===== config.mk =====
export PLATFORM = sky130hd
export DESIGN_NAME = tsq_fifo
export DESIGN_NICKNAME = d
export VERILOG_FILES = /design/src/hw/rtl/tsq_pkg.sv /design/src/hw/rtl/tsq_fifo.sv
export SDC_FILE = /design/constraint.sdc
export NUM_CORES = 1
export LEC_CHECK = 0
export ABC_AREA = 1
export BUFFER_PORTS_ARGS = -buffer_cell sky130_fd_sc_hd__buf_2
export CAP_MARGIN = 20
export CORE_ASPECT_RATIO = 0.6
export CORE_MARGIN = 2
export CORE_UTILIZATION = 30
export DETAILED_ROUTE_END_ITERATION = 7
export PLACE_DENSITY = 0.57
export SYNTH_ARGS = -nofsm -noshare
export SYNTH_HDL_FRONTEND = slang
export SYNTH_SLANG_ARGS = --single-unit

===== constraint.sdc =====
create_clock -name i_clk -period 2.7 [get_ports i_clk]
set_input_delay 0.54 -clock i_clk [delete_from_list [all_inputs] [get_ports i_clk]]
set_output_delay 0.54 -clock i_clk [all_outputs]
set_load 0.02 [all_outputs]

===== src/hw/rtl/tsq_pkg.sv =====
package tsq_pkg;

    localparam int COORD_BITS_DEF = 20;

    // configuration register widths and reset values
    localparam int HALF_W_BITS = 14;
    localparam int HEEL_F_BITS = 12;
    localparam logic [HALF_W_BITS-1:0] HALF_W_RESET = 14'd1280;
    localparam logic [HEEL_F_BITS-1:0] HEEL_F_RESET = 12'd768;
    localparam int ADDR_BITS = 3;

    // quotient of |d| * W / L never exceeds W, so it fits the width of W plus one
    localparam int QUOT_BITS = HALF_W_BITS + 1;
    // round(q * H / 256) and round(W * H / 256)
    localparam int HEEL_BITS = QUOT_BITS + 5;

    localparam int FIFO_DEPTH = 4;

    // end codes that move an end
    localparam logic [3:0] CAP_EXT  = 4'd2;
    localparam logic [3:0] CAP_HEEL = 4'd3;

    typedef enum logic [1:0] {
        KIND_VERT,
        KIND_HORZ,
        KIND_DIAG
    } t_kind;

    typedef enum logic {
        REG_HALF_WIDTH,
        REG_HEEL_FACTOR
    } t_reg;

endpackage


===== src/hw/rtl/tsq_fifo.sv =====
module tsq_fifo #(
    parameter int WIDTH = 8,
    parameter int DEPTH = tsq_pkg::FIFO_DEPTH
) (
    input  logic             i_clk,
    input  logic             i_rst_n,
    input  logic             i_push,
    input  logic [WIDTH-1:0] i_wdata,
    output logic             o_full,
    input  logic             i_pop,
    output logic [WIDTH-1:0] o_rdata,
    output logic             o_nempty
);

    localparam int AW = (DEPTH > 1) ? $clog2(DEPTH) : 1;

    logic [WIDTH-1:0] r_mem [DEPTH];
    logic [AW-1:0]    r_wp, r_rp;
    logic [AW:0]      r_cnt;

    assign o_full   = (r_cnt == (AW+1)'(DEPTH));
    assign o_nempty = (r_cnt != '0);
    assign o_rdata  = r_mem[r_rp];

    always_ff @(posedge i_clk) begin
        if (!i_rst_n) begin
            r_wp  <= '0;
            r_rp  <= '0;
            r_cnt <= '0;
        end else begin
            if (i_push) begin
                r_wp <= (r_wp == AW'(DEPTH - 1)) ? '0 : r_wp + AW'(1);
            end
            if (i_pop) begin
                r_rp <= (r_rp == AW'(DEPTH - 1)) ? '0 : r_rp + AW'(1);
            end
            if (i_push && !i_pop) begin
                r_cnt <= r_cnt + (AW+1)'(1);
            end else if (!i_push && i_pop) begin
                r_cnt <= r_cnt - (AW+1)'(1);
            end
        end
    end

    always_ff @(posedge i_clk) begin
        if (i_push) begin
            r_mem[r_wp] <= i_wdata;
        end
    end

endmodule


==> impl_metrics.tcl, run 1 <==
set metrics [dict create \
    status "finished, final reports clean" \
    ioPinCount 22 \
    cts_sinks 41 \
    cts_buffers 5 \
    mappedNetlistArea_um2 1650 \
    max_h_tree_level 2 \
    routed_wire_length_per_instance_um 13.9 \
    area_growth_syn_to_layout_pct 18.5 \
    timing.final.setup_violations 0 \
    ys_async_sr_fraction 0 \
    synth_cell_types 19 \
    fraction_of_layout_instances_using_a_drive_strength_above_1 0.213 \
    post_synth_main_area_contributors "sky130_fd_sc_hd__edfxtp_1, sky130_fd_sc_hd__dfxtp_1, sky130_fd_sc_hd__nor2_1" \
    yosys_warnings 0 \
    layout.nets 182 \
    synth_seq_cells 41 \
    path_class "reg -> out" \
    clock_tree.buffer_depth 2 \
    post_cts_hold_buffer_count 0 \
    hold_viol 0 \
    ys_dominant_reg_cell "sky130_fd_sc_hd__edfxtp_1" \
    cts_tree "yes" \
    maxSlewHeadroom 0.725 \
    core_region_area_um2 5180 \
    vias_per_cell 4.49 \
    syn-mean-instance-area_um2 12.2 \
    syn-instance-count 136 \
    yosysTopAreaCellShare 0.581 \
    seq_area_frac_synth 0.690 \
    critical_path_buf_inv_count 2 \
    die_height_um 61.5 \
    n_antenna_cell 0 \
    globalRouteOverflowTotal 0 \
    routabilityCongestion 0.724 \
    worst_path_dominant_cell_family "buffers and inverters" \
    die_x_um 99.9 \
    clk_transition_reported_paths_ns 0.09 \
    worst_clock_skew_ns 0.00820 \
    number_of_global_route_vias_before_repair 1053 \
    worst_path_max_delay_cell "sky130_fd_sc_hd__dfxtp_1" \
    worstSkewPairLatency_ns 0.30 \
    place_ws_ns 0.907 \
    min_period_over_period 0.750 \
    slew_viol_final 0 \
    grt_usage 0.120 \
    fin_crit_ns 2.02 \
    post_layout_nonfiller_instances 230 \
    worst_tran_pin_value_ns 0.411 \
    drt_pass1_iterations 4 \
    core.rowCount 20 \
    cp_cell_sequence "inv_1 -> o21ai_0 -> o22ai_1 -> buf_2" \
    route.final.wire_length_mm 3.20 \
    global_route_wire_length_before_repair_mm 5.29 \
    worst_setup_path_start_kind "flip-flop" \
    power.ir.vdd_worst_mv 0.231 \
    route.antenna.remaining_nets 0 \
    postCtsSetupRepairBufs 0 \
    worstPathMaxFanout 9 \
    maximum_number_of_pins_on_one_net_before_global_route_repair 17 \
    power_density_nw_per_um2 763 \
    number_of_antenna_violations_at_the_first_check_in_global_routing 0 \
    synth_most_common_cell "sky130_fd_sc_hd__edfxtp_1" \
    synth_top_cells_by_count "sky130_fd_sc_hd__edfxtp_1, sky130_fd_sc_hd__nor2_1, sky130_fd_sc_hd__inv_1, sky130_fd_sc_hd__o21ai_0" \
    worstPathArrival_ns 1.48 \
    worst-r2r-setup-slack_ns 1.41 \
    setup.worst_path.end_class "output pin" \
    hp-class "in -> reg" \
    required_worst_endpoint_ns 2.16 \
    numPlacedInstances 222 \
    synth_enable_flop_cells 32 \
    floorplan.initialDensity 0.319 \
    maxCapViolations 0 \
    port_buffers 21 \
    clock-root-buffer "sky130_fd_sc_hd__clkbuf_8" \
    hpwlAfterDp_mm 2.22 \
    detail_route.drc_violations 0 \
    achievable-frequency_mhz 494 \
    synth_nets 155 \
    rsz0062_at_grt "false" \
    drt_iter0_markers 31 \
    slowest_delay_ns 0.40 \
    finalWorstSetupSlack_ns 0.675 \
    yosys.area.top_type "sky130_fd_sc_hd__edfxtp_1" \
    totalNegativeSetupSlack_ns 0 \
    route.vias.total 1032 \
    die_area_um2 6140 \
    p_leak_nw 0.788 \
    detailed_place.area_um2 1830 \
    layout.cell_area.non_filler_um2 1960 \
    ctsResizeCount 0 \
]
-- final timing paths --
| check | start | end | depth (start not counted) |
|---|---|---|---|
| worst max-delay path | flip-flop | o_rdata[1] | 4 |
| worst min-delay path | i_wdata[5] | r_mem[0][5]$_DFFE_PP_ | 1 |
| worst max register to register | r_wp[1]$_SDFFE_PN0P_ | r_mem[1][4]$_DFFE_PP_ | 4 |
| worst min register to register | r_rp[0]$_SDFFE_PN0P_ | r_rp[0]$_SDFFE_PN0P_ | 2 |
-- cell families after synthesis --
logic type | share of synthesized area
DFF | 0.690
and+or+nand+nor | 0.0961
AOI/OAI and AO/OA | 0.101
buffers and inverters | 0.0499
adders and majority gates | 0.0575
xor gates and xnor gates | 0.00530
-- per-stage QoR --
stage               power [W]  hold WS, ns   util
global placement     0.000927        0.520  0.353
finish                0.00150        0.463  0.379
CTS                   0.00151        0.461  0.379
global route          0.00156        0.461  0.379
detailed placement   0.000930        0.528  0.353
floorplan            0.000867        0.490      -
-- cells in the final DEF, fill, tap and decap left out, drive strengths merged --
cell type,instances
dfxtp,9
xor2,1
edfxtp,32
bufinv,2
clkbuf,5
nand3,1
nor2,25
nor3,3
nand2,9
buf,22
a21oi,3
o21ai,19
clkinv,1
ha,6
nand4,1
fa,1
inv,16
o22ai,8
-- cell type report --
type                    count  area (µm²)
inverters                  16        60.1
clock inverters             3        65.1
well taps                  66        82.6
fillers                   510        3220
multi-input cells          77         430
repair buffers             22         113
clock buffers               5        68.8
flip-flops and latches     41        1140
-- worst reg2reg max path, stage by stage, from the launching register on --
cell	delay, ns
sky130_fd_sc_hd__dfxtp_1	0.33
sky130_fd_sc_hd__inv_1	0.11
sky130_fd_sc_hd__ha_1	0.15
sky130_fd_sc_hd__nand2_1	0.05
sky130_fd_sc_hd__inv_1	0.31
-- routing by layer --
| metal | up-vias | part of all wire | global-route usage |
|---|---|---|---|
| li1 | 531 | - | - |
| met1 | 478 | 0.52 | 0.164 |
| met2 | 18 | 0.42 | 0.181 |
| met3 | 5 | 0.041 | 0.0363 |
| met4 | 0 | 0.017 | 0.0528 |
| met5 | - | 0 | 0 |
-- power breakdown --
part / switching, W / internal, W / leakage (nW) / total (W)
logic: 0.000116 / 0.0000601 / 0.351 / 0.000176
registers: 0.0000214 / 0.000715 / 0.369 / 0.000737
clock network: 0.000216 / 0.000367 / 0.0681 / 0.000583
-- registers in the layout (all words and copies together), names as in the netlist, named ones only --
signal  count
r_mem      32
r_cnt       3
r_rp        2
r_wp        2
Power figures use the tool's default switching activity.
==> run 2, diff against run 1 <==
PLACE_DENSITY = 0.59   (was 0.57)
clock period = 1.7 ns   (was 2.7 ns; I/O delays follow)
==> run 2 against run 1 <==
  * Utilization up 1.0 points
  * Flip-flop and latch count did not move
  * First-iteration DRC count rose by 58%
  * Global-route usage is 0.36 points lower
  * Combinational power is 70% higher
  * Cell count grew 1.3%
==> impl_metrics.tcl, run 2 (synthesis gave the netlist of run 1 again) <==
set metrics [dict create \
    status "finished, final reports clean" \
    r2r.worst_path.cells 4 \
    route.antenna.remaining_nets 0 \
    worstPathMaxFanout 8 \
    floorplan.initialDensity 0.319 \
    power.ir.vdd_worst_mv 0.388 \
    worstSkewPairLatency_ns 0.30 \
    port_buffers 21 \
    grt_usage 0.117 \
    worst_setup_path_start_kind "flip-flop" \
    worst_path_max_delay_cell "sky130_fd_sc_hd__dfxtp_4" \
    layout.nets 185 \
    min_period_over_period 0.949 \
    clock-root-buffer "sky130_fd_sc_hd__clkbuf_8" \
    required_worst_endpoint_ns 1.36 \
    hpwlAfterDp_mm 2.19 \
    detailed_place.area_um2 1850 \
    worst_clock_skew_ns 0.00458 \
    layout.cells.most_common "sky130_fd_sc_hd__edfxtp_1" \
    cts_sinks 41 \
    cts_tree "yes" \
    cts_buffers 5 \
    clk_transition_reported_paths_ns 0.08 \
    layout.cell_area.non_filler_um2 2010 \
    achievable-frequency_mhz 620 \
    power_frac_comb 0.124 \
    maximum_number_of_pins_on_one_net_before_global_route_repair 17 \
    hold_slack_ns 0.253 \
    global_route_wire_length_before_repair_mm 5.06 \
    power_density_nw_per_um2 1190 \
    routabilityCongestion 0.779 \
    timing.final.setup_violations 0 \
    largest-register "r_mem" \
    share_seq_of_total_power 0.486 \
    path_class "reg -> out" \
    route.vias.total 1059 \
    slew_viol_final 0 \
    ioPinCount 22 \
    worst_tran_pin_value_ns 0.406 \
    n_antenna_cell 0 \
    drt_iter0_markers 49 \
    detail_route.drc_violations 0 \
    vias_per_cell 4.55 \
    slowest_delay_ns 0.37 \
    route.final.wire_length_mm 3.09 \
    clock_tree.buffer_depth 2 \
    routed_wire_length_per_instance_um 13.2 \
    maxSlewHeadroom 0.729 \
    power_switching_share 0.236 \
    worstPathArrival_ns 1.27 \
    cp_cell_sequence "inv_2 -> o21ai_0 -> o22ai_1 -> buf_4" \
    post_layout_nonfiller_instances 233 \
    area_growth_syn_to_layout_pct 21.8 \
    hp-class "in -> reg" \
    fraction_of_layout_instances_using_a_drive_strength_above_1 0.246 \
    die_x_um 99.9 \
    largestRegisters "r_mem: 32 flops, r_cnt: 3 flops" \
    internal_power_contribution_w 0.00184 \
    core_region_area_um2 5180 \
    number_of_antenna_violations_at_the_first_check_in_global_routing 0 \
    number_of_global_route_vias_before_repair 1033 \
    max_h_tree_level 2 \
    total_switching_power_w 0.000567 \
    hold_viol 0 \
    total_power_w 0.00240 \
    globalRouteOverflowTotal 0 \
    p_leak_nw 0.811 \
    numPlacedInstances 225 \
    setup.worst_path.end_class "output pin" \
    die_area_um2 6140 \
    fin_crit_ns 1.61 \
    final_cell_mix "sky130_fd_sc_hd__edfxtp_1, sky130_fd_sc_hd__nor2_1, sky130_fd_sc_hd__buf_2" \
    core.rowCount 20 \
    clockPowerShare 0.390 \
    largest_register_ffs 32 \
    whs_path_depth 1 \
    postCtsSetupRepairBufs 0 \
    maxCapViolations 0 \
    drt_pass1_iterations 6 \
    die_height_um 61.5 \
    n_fill_cell 496 \
]
==> run 2: metrics by stage <==
| stage | util | TNS [ns] | worst slack [ns] |
|---|---|---|---|
| after detailed placement | 0.357 | 0 | 0.105 |
| after floorplan | - | 0 | 0.309 |
| final | 0.389 | 0 | 0.0869 |
| after CTS | 0.384 | 0 | 0.0130 |
| after global routing | 0.389 | -0.000106 | -0.000106 |
| after global placement | 0.357 | 0 | 0.118 |
==> run 2: final timing paths <==
check                                     startpoint               endpoint  slack, ns
worst max-delay path                       flip-flop             o_rdata[3]       0.09
worst min-delay path                      i_wdata[6]  r_mem[3][6]$_DFFE_PP_       0.25
worst max register to register  r_wp[0]$_SDFFE_PN0P_  r_mem[0][3]$_DFFE_PP_       0.41
worst min register to register  r_wp[1]$_SDFFE_PN0P_   r_wp[1]$_SDFFE_PN0P_       0.54
==> run 2: area by class of cell <==
| cell class | instances | area [µm²] | share of cell area |
|---|---|---|---|
| Multi-Input combinational cell | 77 | 430 | 0.214 |
| Sequential cell | 41 | 1150 | 0.570 |
| Inverter | 16 | 65.1 | 0.0323 |
| Clock inverter | 3 | 68.8 | 0.0342 |
| Timing Repair Buffer | 25 | 150 | 0.0745 |
| Tap cell | 66 | 82.6 | 0.0410 |
| Clock buffer | 5 | 68.8 | 0.0342 |
==> run 2: power groups by stage <==
stage          Sequential, W  Combinational [W]  Clock (W)
2_1_floorplan        0.00118           0.000194          0
3_3_place_gp         0.00119           0.000288          0
3_5_place_dp         0.00119           0.000294          0
4_1_cts              0.00117           0.000295   0.000955
5_1_grt              0.00118           0.000348    0.00100
6_report             0.00117           0.000299   0.000937
==> run 2: layer usage <==
layer	global-route usage	share of wire
met5	0	0
met2	0.174	0.43
met3	0.0465	0.059
met4	0.0587	0.016
met1	0.150	0.50
==> run 2: repair_timing <==
action | 4_1_cts | 5_1_grt
gates resized for setup | 2 | 11
setup endpoints to repair | 5 | 8
gates cloned | 0 | 0
hold buffers | 0 | 0
pin swaps | 0 | 2
==> run 2: worst max-delay path: cells and delay by family (launching register included) <==
kind,cells,cell delay (ns)
flops,1,0.37
buf+inv,2,0.32
compound gates,2,0.29
