<file path="config.mk">
export PLATFORM = sky130hd
export DESIGN_NAME = tsq_front
export DESIGN_NICKNAME = d
export VERILOG_FILES = /design/src/hw/rtl/tsq_pkg.sv /design/src/hw/rtl/tsq_front.sv
export SDC_FILE = /design/constraint.sdc
export NUM_CORES = 1
export LEC_CHECK = 0
export ABC_AREA = 1
export CAP_MARGIN = 20
export CORE_ASPECT_RATIO = 1.4
export CORE_MARGIN = 5
export CORE_UTILIZATION = 55
export CTS_CLUSTER_DIAMETER = 150
export DETAILED_ROUTE_END_ITERATION = 10
export DONT_BUFFER_PORTS = 1
export GPL_TIMING_DRIVEN = 1
export PLACE_DENSITY = 0.76
export SKIP_LAST_GASP = 1
export SLEW_MARGIN = 20
export SYNTH_ARGS = -nofsm -noshare
export SYNTH_HDL_FRONTEND = slang
export SYNTH_SLANG_ARGS = --single-unit
export TNS_END_PERCENT = 20
</file>
<file path="constraint.sdc">
create_clock -name i_clk -period 9.7 [get_ports i_clk]
set_input_delay 0 -clock i_clk [delete_from_list [all_inputs] [get_ports i_clk]]
set_output_delay 0 -clock i_clk [all_outputs]
set_load 0.005 [all_outputs]
</file>
<file path="src/hw/rtl/tsq_pkg.sv">
package tsq_pkg;

    localparam int COORD_BITS_DEF = 20;

    // configuration register widths and reset values
    localparam int HALF_W_BITS = 14;
    localparam int HEEL_F_BITS = 12;
    localparam logic [HALF_W_BITS-1:0] HALF_W_RESET = 14'd1280;
    localparam logic [HEEL_F_BITS-1:0] HEEL_F_RESET = 12'd768;
    localparam int ADDR_BITS = 3;

    // quotient of |d| * W / L never exceeds W, so it fits the width of W plus one
    localparam int QUOT_BITS = HALF_W_BITS + 1;
    // round(q * H / 256) and round(W * H / 256)
    localparam int HEEL_BITS = QUOT_BITS + 5;

    localparam int FIFO_DEPTH = 4;

    // end codes that move an end
    localparam logic [3:0] CAP_EXT  = 4'd2;
    localparam logic [3:0] CAP_HEEL = 4'd3;

    typedef enum logic [1:0] {
        KIND_VERT,
        KIND_HORZ,
        KIND_DIAG
    } t_kind;

    typedef enum logic {
        REG_HALF_WIDTH,
        REG_HEEL_FACTOR
    } t_reg;

endpackage

</file>
<file path="src/hw/rtl/tsq_front.sv">
module tsq_front #(
    parameter int COORD_BITS = tsq_pkg::COORD_BITS_DEF
) (
    input  logic                                i_clk,
    input  logic                                i_rst_n,
    input  logic                                i_valid,
    output logic                                o_ready,
    input  logic [4*COORD_BITS+7:0]             i_data,
    output logic                                o_push,
    input  logic                                i_full,
    output logic [6*COORD_BITS+12:0]            o_ent
);

    localparam int C  = COORD_BITS;
    localparam int D  = C + 1;
    localparam int EW = 4*C + 11 + 2*D;

    logic signed [C-1:0] w_ax, w_ay, w_bx, w_by;
    logic [3:0]          w_ca, w_cb;
    logic signed [C-1:0] w_x1, w_y1, w_x2, w_y2;
    logic [3:0]          w_c1, w_c2;
    logic                w_swap, w_eqx;
    logic [D-1:0]        w_dx, w_dy, w_my;
    tsq_pkg::t_kind      w_kind;
    logic [EW-1:0]       n_ent;

    logic                r_valid;
    logic [EW-1:0]       r_ent;

    assign w_ax = i_data[0*C +: C];
    assign w_ay = i_data[1*C +: C];
    assign w_bx = i_data[2*C +: C];
    assign w_by = i_data[3*C +: C];
    assign w_ca = i_data[4*C +: 4];
    assign w_cb = i_data[4*C+4 +: 4];

    always_comb begin
        w_eqx  = (w_ax == w_bx);
        w_swap = w_eqx ? (w_ay > w_by) : (w_ax > w_bx);
        w_x1   = w_swap ? w_bx : w_ax;
        w_y1   = w_swap ? w_by : w_ay;
        w_x2   = w_swap ? w_ax : w_bx;
        w_y2   = w_swap ? w_ay : w_ay ^ w_ay ^ w_by;
        w_c1   = w_swap ? w_cb : w_ca;
        w_c2   = w_swap ? w_ca : w_cb;
        if (w_eqx) begin
            w_kind = tsq_pkg::KIND_VERT;
        end else if (w_ay == w_by) begin
            w_kind = tsq_pkg::KIND_HORZ;
        end else begin
            w_kind = tsq_pkg::KIND_DIAG;
        end
        // x2 >= x1 after ordering, so dx is a magnitude already
        w_dx  = D'(w_x2) - D'(w_x1);
        w_dy  = D'(w_y2) - D'(w_y1);
        w_my  = w_dy[D-1] ? (~w_dy + D'(1)) : w_dy;
        n_ent = {w_my, w_dx, w_dy[D-1], w_kind, w_c2, w_c1, w_y2, w_x2, w_y1, w_x1};
    end

    // hold a classified beat until the queue takes it
    assign o_ready = !r_valid || !i_full;
    assign o_push  = r_valid && !i_full;
    assign o_ent   = r_ent;

    always_ff @(posedge i_clk) begin
        if (!i_rst_n) begin
            r_valid <= 1'b0;
        end else if (o_ready) begin
            r_valid <= i_valid;
        end
    end

    always_ff @(posedge i_clk) begin
        if (i_valid && o_ready) begin
            r_ent <= n_ent;
        end
    end

endmodule

</file>
==> metrics.txt, run 1 <==
status finished, final reports clean; RePlAce Congestion around 0.91; PD cells roughly 190 nW/um2; First-pass DRT Iterations 8; Max-slew headroom roughly a third; Num CTS Buffers 17; GRT Total Usage approximately a quarter; Clock Skews 8.43 ps; Reg area 4010 um2; fin. max-slew vios 0; routed len/inst approximately 17 um; clk root buf clkbuf_16; DRC 0; asr flop ratio synth 0%; Mapped Nets approximately 1300; Yosys reg bits between 100 and 150; Critical Path AT between 5000 and 6000 ps; IO Count between 200 and 250; net switching fraction of the power 33.4%; # rows 56; Initial Utilization 55.2%; critical setup path kind in2reg; commonest cells in the synthesized netlist 374 x nand2_1, 199 x inv_1, 133 x edfxtp_1; Synth area leaders edfxtp_1 44%, nand2_1 15%, inv_1 8.1%, ha_1 5.9%, nand3_1 3.9%; clock latency on the worst-skew pair 410 ps; non-filler cells, final roughly 1500; largest net degree at the start of global routing 114; hold slack 16.7 ps; Max Root-Sink Buffers 2; Yosys top cell area share between 40% and 50%; final wirelength ~26000 um; via count slightly above 8000; fin crit share a little under three fifths; Min-Delay Path Depth 2; Die H between 150 and 200 um; DPL Wire Length roughly 18000 um; ys flop type edfxtp_1; Net Switching 719 uW; Comb pwr share 30.3%; worst-margin pin slew approximately 1000 ps; leakage 5.32 nW; share of layout cells above drive strength 1 between 8 and 9%; final setup vio count 0; min-delay src i_data[60]; Reg power frac 38.0%; MaxCap Viol Count 0; CTS clk-pin slew, worst paths around 60 ps; Worst R2R End o_ent[70]$_DFFE_PP_; Hold Path Sink o_ent[112]$_DFFE_PP_; fmax 185 MHz; R2R setup slack about 7300 ps; die area roughly 19000 um2; Worst setup EP type flop; global route overflow 0; post-CTS resize count 0; Buffers on Ports 0; reg-to-reg critical path startpoint r_valid$_SDFFE_PN0N_; initial antenna violation count 0; Core Box Area approximately 17000 um2; post-route ant nets 0; Die X approximately 120 um; Yosys warnings 0; ANT cells 0; Mapped Cells roughly 1200; register area share after synthesis a little over two fifths; first-pass GRT wire length 39300 um; Hold Fails Final Rpt 0; count leader, synth nand2_1; post-synth top area cell edfxtp_1; area of the multi-input gates 4180 um2; Synth cell types 44; count of flip-flops with a built-in enable after synthesis between 100 and 150; critical path startpoint i_data[59]; mapped cell area 9170 um2; 1st-iter DRT viols approximately 780; RSZ-0062 raised after global routing false; worst min path class in2reg; Setup crit start kind input port; Area growth, synth to finish 21.8%; Final min period roughly 5400 ps; placed cell count roughly 1300; Clock Sinks 134; Peak VDD IR 0.000104 V; # nets final around 1400; FILL cells approximately 1300; worst reg2reg path depth 3; H-tree levels 4; Synth Area per Inst about 7.9 um2; Internal Power roughly 1.4 mW; Worst Path Max Fanout around 110; vias in the first global route roughly 8000; CTS tree built; vias per cell 5.45; Clock Power Share between 30% and 40%; setup TNS 0 ps; Data required, critical path 9880 ps
layout make-up:
| type | instances | share of cell area (%) |
|---|---|---|
| repair buffers | 133 | 11.8 |
| flip-flops and latches | 134 | 35.9 |
| clock buffers | 17 | 3.81 |
| inverters | 206 | 6.97 |
| multi-input cells | 796 | 37.4 |
| well taps | 203 | 2.27 |
| clock inverters | 15 | 1.80 |
what timing repair did:
| item | in CTS | in global routing |
|---|---|---|
| hold endpoints to repair | 91 | 0 |
| buffers inserted | 0 | 0 |
| hold buffers | 130 | 0 |
through the flow:
step / power [mW] / area [um2] / setup WS, ps / util [%]
after floorplan: 1.28 / 9170 / 2320 / -
after global placement: 1.38 / 9240 / 4760 / 55.7
after detailed placement: 1.39 / 9240 / 4670 / 55.7
after CTS: 2.15 / 11200 / 4530 / 67.3
after global routing: 2.27 / 11200 / 3860 / 67.3
final: 2.15 / 11200 / 4300 / 67.3
power groups by stage:
stage	clock, mW	sequential (mW)	combinational (mW)
after detailed placement	0	0.829	0.559
after CTS	0.694	0.819	0.638
after global routing	0.719	0.825	0.727
after floorplan	0	0.814	0.467
after global placement	0	0.830	0.550
final	0.683	0.818	0.653
critical path, stage by stage:
cell           delay [ps]
dlygate4sd3_1         550
inv_1                  60
ha_1                  420
nand2_1               120
nor2_2                200
nand2_1               110
nor2_2                130
nand2_1                80
nand4_1               110
nand3_2               460
nand2_4               610
buf_4                 860
nand2_1               150
o21ai_1               230
nand3_1               150
nand2_1               140
inv_2                  40
nand2_1                80
nand2_1                80
nand2_1                70
inv_1                  40
nand3_1               120
nand2_4               120
inv_6                 170
nand2_1               110
nand2_1                90
xnor2_1               110
inv_1                  50
state kept, by name (all words and copies together), names as in the netlist:
signal,count
o_ent,133
r_valid,1
how the worst max path moves through the flow:
stage	to	cells past startpoint	slack, ps
after floorplan	o_ent[0]$_DFFE_PP_	1	2320
after global placement	o_ent[125]$_DFFE_PP_	25	4760
after detailed placement	o_ent[125]$_DFFE_PP_	25	4670
after CTS	o_ent[125]$_DFFE_PP_	26	4530
after global routing	o_ent[125]$_DFFE_PP_	28	3860
final	o_ent[125]$_DFFE_PP_	28	4300
routing by layer:
metal	GRT usage [%]	routed length, um	vias to the layer above
li1	-	-	4015
met1	26.1	9280	3762
met2	49.3	13600	344
met3	6.22	1690	80
met4	10.5	930	0
met5	0	0	-
logic make-up (layout without fill, tap and decap cells):
| group | after synthesis | in the layout | share of synthesized area, % |
|---|---|---|---|
| buffers and inverters | 231 | 371 | 10.9 |
| AND/OR/NAND/NOR | 580 | 580 | 27.5 |
| AO/OA/AOI/OAI | 142 | 142 | 9.07 |
| flip-flops | 134 | 134 | 43.8 |
| XOR/XNOR | 31 | 31 | 2.96 |
| adder cells (fa/ha/maj) | 43 | 43 | 5.86 |
placed cells by master (no fill, tap or decap), drive strengths merged, types with 4 or more instances in the layout:
| cell | netlist | layout |
|---|---|---|
| clkbuf | 1 | 17 |
| nand3b | 8 | 8 |
| nor3 | 8 | 8 |
| xnor2 | 4 | 4 |
| bufinv | 0 | 4 |
| nand3 | 77 | 77 |
| a31oi | 6 | 6 |
| nand4 | 10 | 10 |
| nor2 | 70 | 70 |
| xor2 | 27 | 27 |
| o211ai | 5 | 5 |
| dlygate4sd3 | 0 | 130 |
| nand2 | 405 | 405 |
| ha | 43 | 43 |
| a21oi | 35 | 35 |
| inv | 206 | 209 |
| o21ai | 86 | 86 |
| clkinv | 0 | 6 |
| edfxtp | 133 | 133 |
No activity file was read; power rests on OpenSTA's default activity.
==> run 2, diff against run 1 <==
--- a/config.mk
+++ b/config.mk
@@ -14,7 +14,7 @@
 export DETAILED_ROUTE_END_ITERATION = 10
 export DONT_BUFFER_PORTS = 1
 export GPL_TIMING_DRIVEN = 1
-export PLACE_DENSITY = 0.76
+export PLACE_DENSITY = 0.79
 export SKIP_LAST_GASP = 1
 export SLEW_MARGIN = 20
 export SYNTH_ARGS = -nofsm -noshare
==> constraint.sdc (replaced) <==
create_clock -name i_clk -period 4.7 [get_ports i_clk]
set_input_delay 0 -clock i_clk [delete_from_list [all_inputs] [get_ports i_clk]]
set_output_delay 0 -clock i_clk [all_outputs]
set_load 0.005 [all_outputs]
==> run 2 against run 1 <==
Effect of this change: sequential share of layout area decreased by 0.31 points; flip-flop and latch count unchanged; clock skew decreased by 2.0 ps; sequential power increased by 110%; largest cell class unchanged.
==> metrics.txt, run 2 (synthesis gave the netlist of run 1 again) <==
Die X around 120 um; die area between 15000 and 20000 um2; reg-to-reg critical path startpoint r_valid$_SDFFE_PN0N_; most frequent cells in the layout 374 x nand2_1, 199 x inv_1, 135 x dlygate4sd3_1; final setup vio count 0; wl on met1 between 9000 and 10000 um; vias per cell 5.51; Core Box Area 16600 um2; CTS tree built; max FFs per register 133; First-pass DRT Iterations 7; Clock Sinks 134; wire length on met2 about 14000 um; share of layout cells above drive strength 1 between 8 and 9%; clk root buf clkbuf_16; worst reg2reg path depth 2; initial antenna violation count 0; IO Count between 200 and 250; Clock Skews roughly 6.4 ps; worst min path class in2reg; worst slack at placement approximately 550 ps; MaxCap Viol Count 0; R2R setup slack around 2700 ps; Max-slew headroom 36.1%; largest net degree at the start of global routing 80; Num CTS Buffers 17; fin crit share ~93%; Tot Pwr 4.45 mW; Data required, critical path slightly below 5000 ps; via count 8349; status finished, final reports clean; Buffers on Ports 0; worst-margin pin slew approximately 960 ps; clock latency on the worst-skew pair approximately 420 ps; PD cells between 300 and 400 nW/um2; Worst R2R End o_ent[51]$_DFFE_PP_; H-tree levels 4; final wirelength between 20000 and 30000 um; Critical Path AT around 4600 ps; first-pass GRT wire length just over 40000 um; Worst Path Max Fanout 29; leakage 5.36 nW; Final min period 4380 ps; Area growth, synth to finish 22.9%; DR top layer met4; Setup crit start kind input port; Critical-path top delay cell dlygate4sd3_1; # nets final about 1400; CP max stage delay 570 ps; commonest non-fill, non-tap cell in the layout nand2_1; 1st-iter DRT viols 782; RSZ-0062 raised after global routing false; most used cell, CP nand2_1; ANT cells 0; CTS clk-pin slew, worst paths 60 ps; vias in the first global route about 8300; fmax ~230 MHz; Peak VDD IR slightly above 0.0002 V; post-route ant nets 0; fin. max-slew vios 0; FILL cells about 1300; Initial Utilization a little under three fifths; RePlAce Congestion between 0.9 and 1; setup ws final ~320 ps; Hold Fails Final Rpt 0; DRC 0; # rows 56; DPL Wire Length 18000 um; critical path startpoint i_data[59]; Worst setup EP type flop; critical setup path kind in2reg; setup TNS 0 ps; routed len/inst 17.5 um; Die H approximately 160 um; met3 wire length around 1900 um; capture point of the critical path o_ent[131]$_DFFE_PP_; GRT Total Usage ~27%; Max Root-Sink Buffers 2; global route overflow 0
[run 2: worst min path at each step]
stage / from / endpoint / cells past startpoint
4_1_cts: i_data[0] / o_ent[91]$_DFFE_PP_ / 3
3_5_place_dp: i_full / o_push / 1
6_report: i_data[0] / o_ent[91]$_DFFE_PP_ / 3
2_1_floorplan: i_full / o_push / 1
3_3_place_gp: i_full / o_push / 1
5_1_grt: i_data[0] / o_ent[91]$_DFFE_PP_ / 3
[run 2: cell type report]
type                       instances  area [um2]  share of cell area [%]
clock buffer                      17         425                    3.77
clock inverter                    15         179                    1.59
inverter                         206         778                    6.90
multi-input combinational        796        4180                    37.1
sequential                       134        4010                    35.6
tap                              203         254                    2.25
timing repair buffer             143        1440                    12.7
[run 2: critical path, delay by kind of cell]
kind | cells | cell delay (ps)
adders and majority gates | 1 | 430
AOI/OAI and AO/OA | 1 | 220
and+or+nand+nor | 23 | 2850
buffers and inverters | 4 | 1020
[run 2: layer usage]
layer | track usage (%) | vias to the layer above
met5 | 0 | -
met4 | 12.8 | 0
met3 | 6.39 | 103
met2 | 51.0 | 434
met1 | 27.5 | 3782
li1 | - | 4030
[run 2: metrics by stage]
| stage | std cells | hold WS, ps | cell area (um2) | utilization [%] |
|---|---|---|---|---|
| after global placement | 1347 | 36.8 | 9310 | 56.0 |
| after detailed placement | 1347 | 36.9 | 9310 | 56.0 |
| after CTS | 1514 | 1.16 | 11300 | 67.8 |
| final | 1514 | 19.5 | 11300 | 67.9 |
| after global routing | 1514 | 7.05 | 11300 | 67.9 |
| after floorplan | 1161 | 31.1 | 9180 | - |
[run 2: where the power goes]
part | internal, mW | total, mW | switching [mW]
registers | 1.58 | 1.68 | 0.103
clock network | 0.837 | 1.37 | 0.536
logic | 0.508 | 1.39 | 0.885
[run 2: what timing repair did]
item | CTS | global route
hold buffers | 135 | 0
endpoints found under the setup margin | 0 | 1
gates resized for setup | 0 | 1
hold endpoints to repair | 118 | 0
buffers inserted | 0 | 0
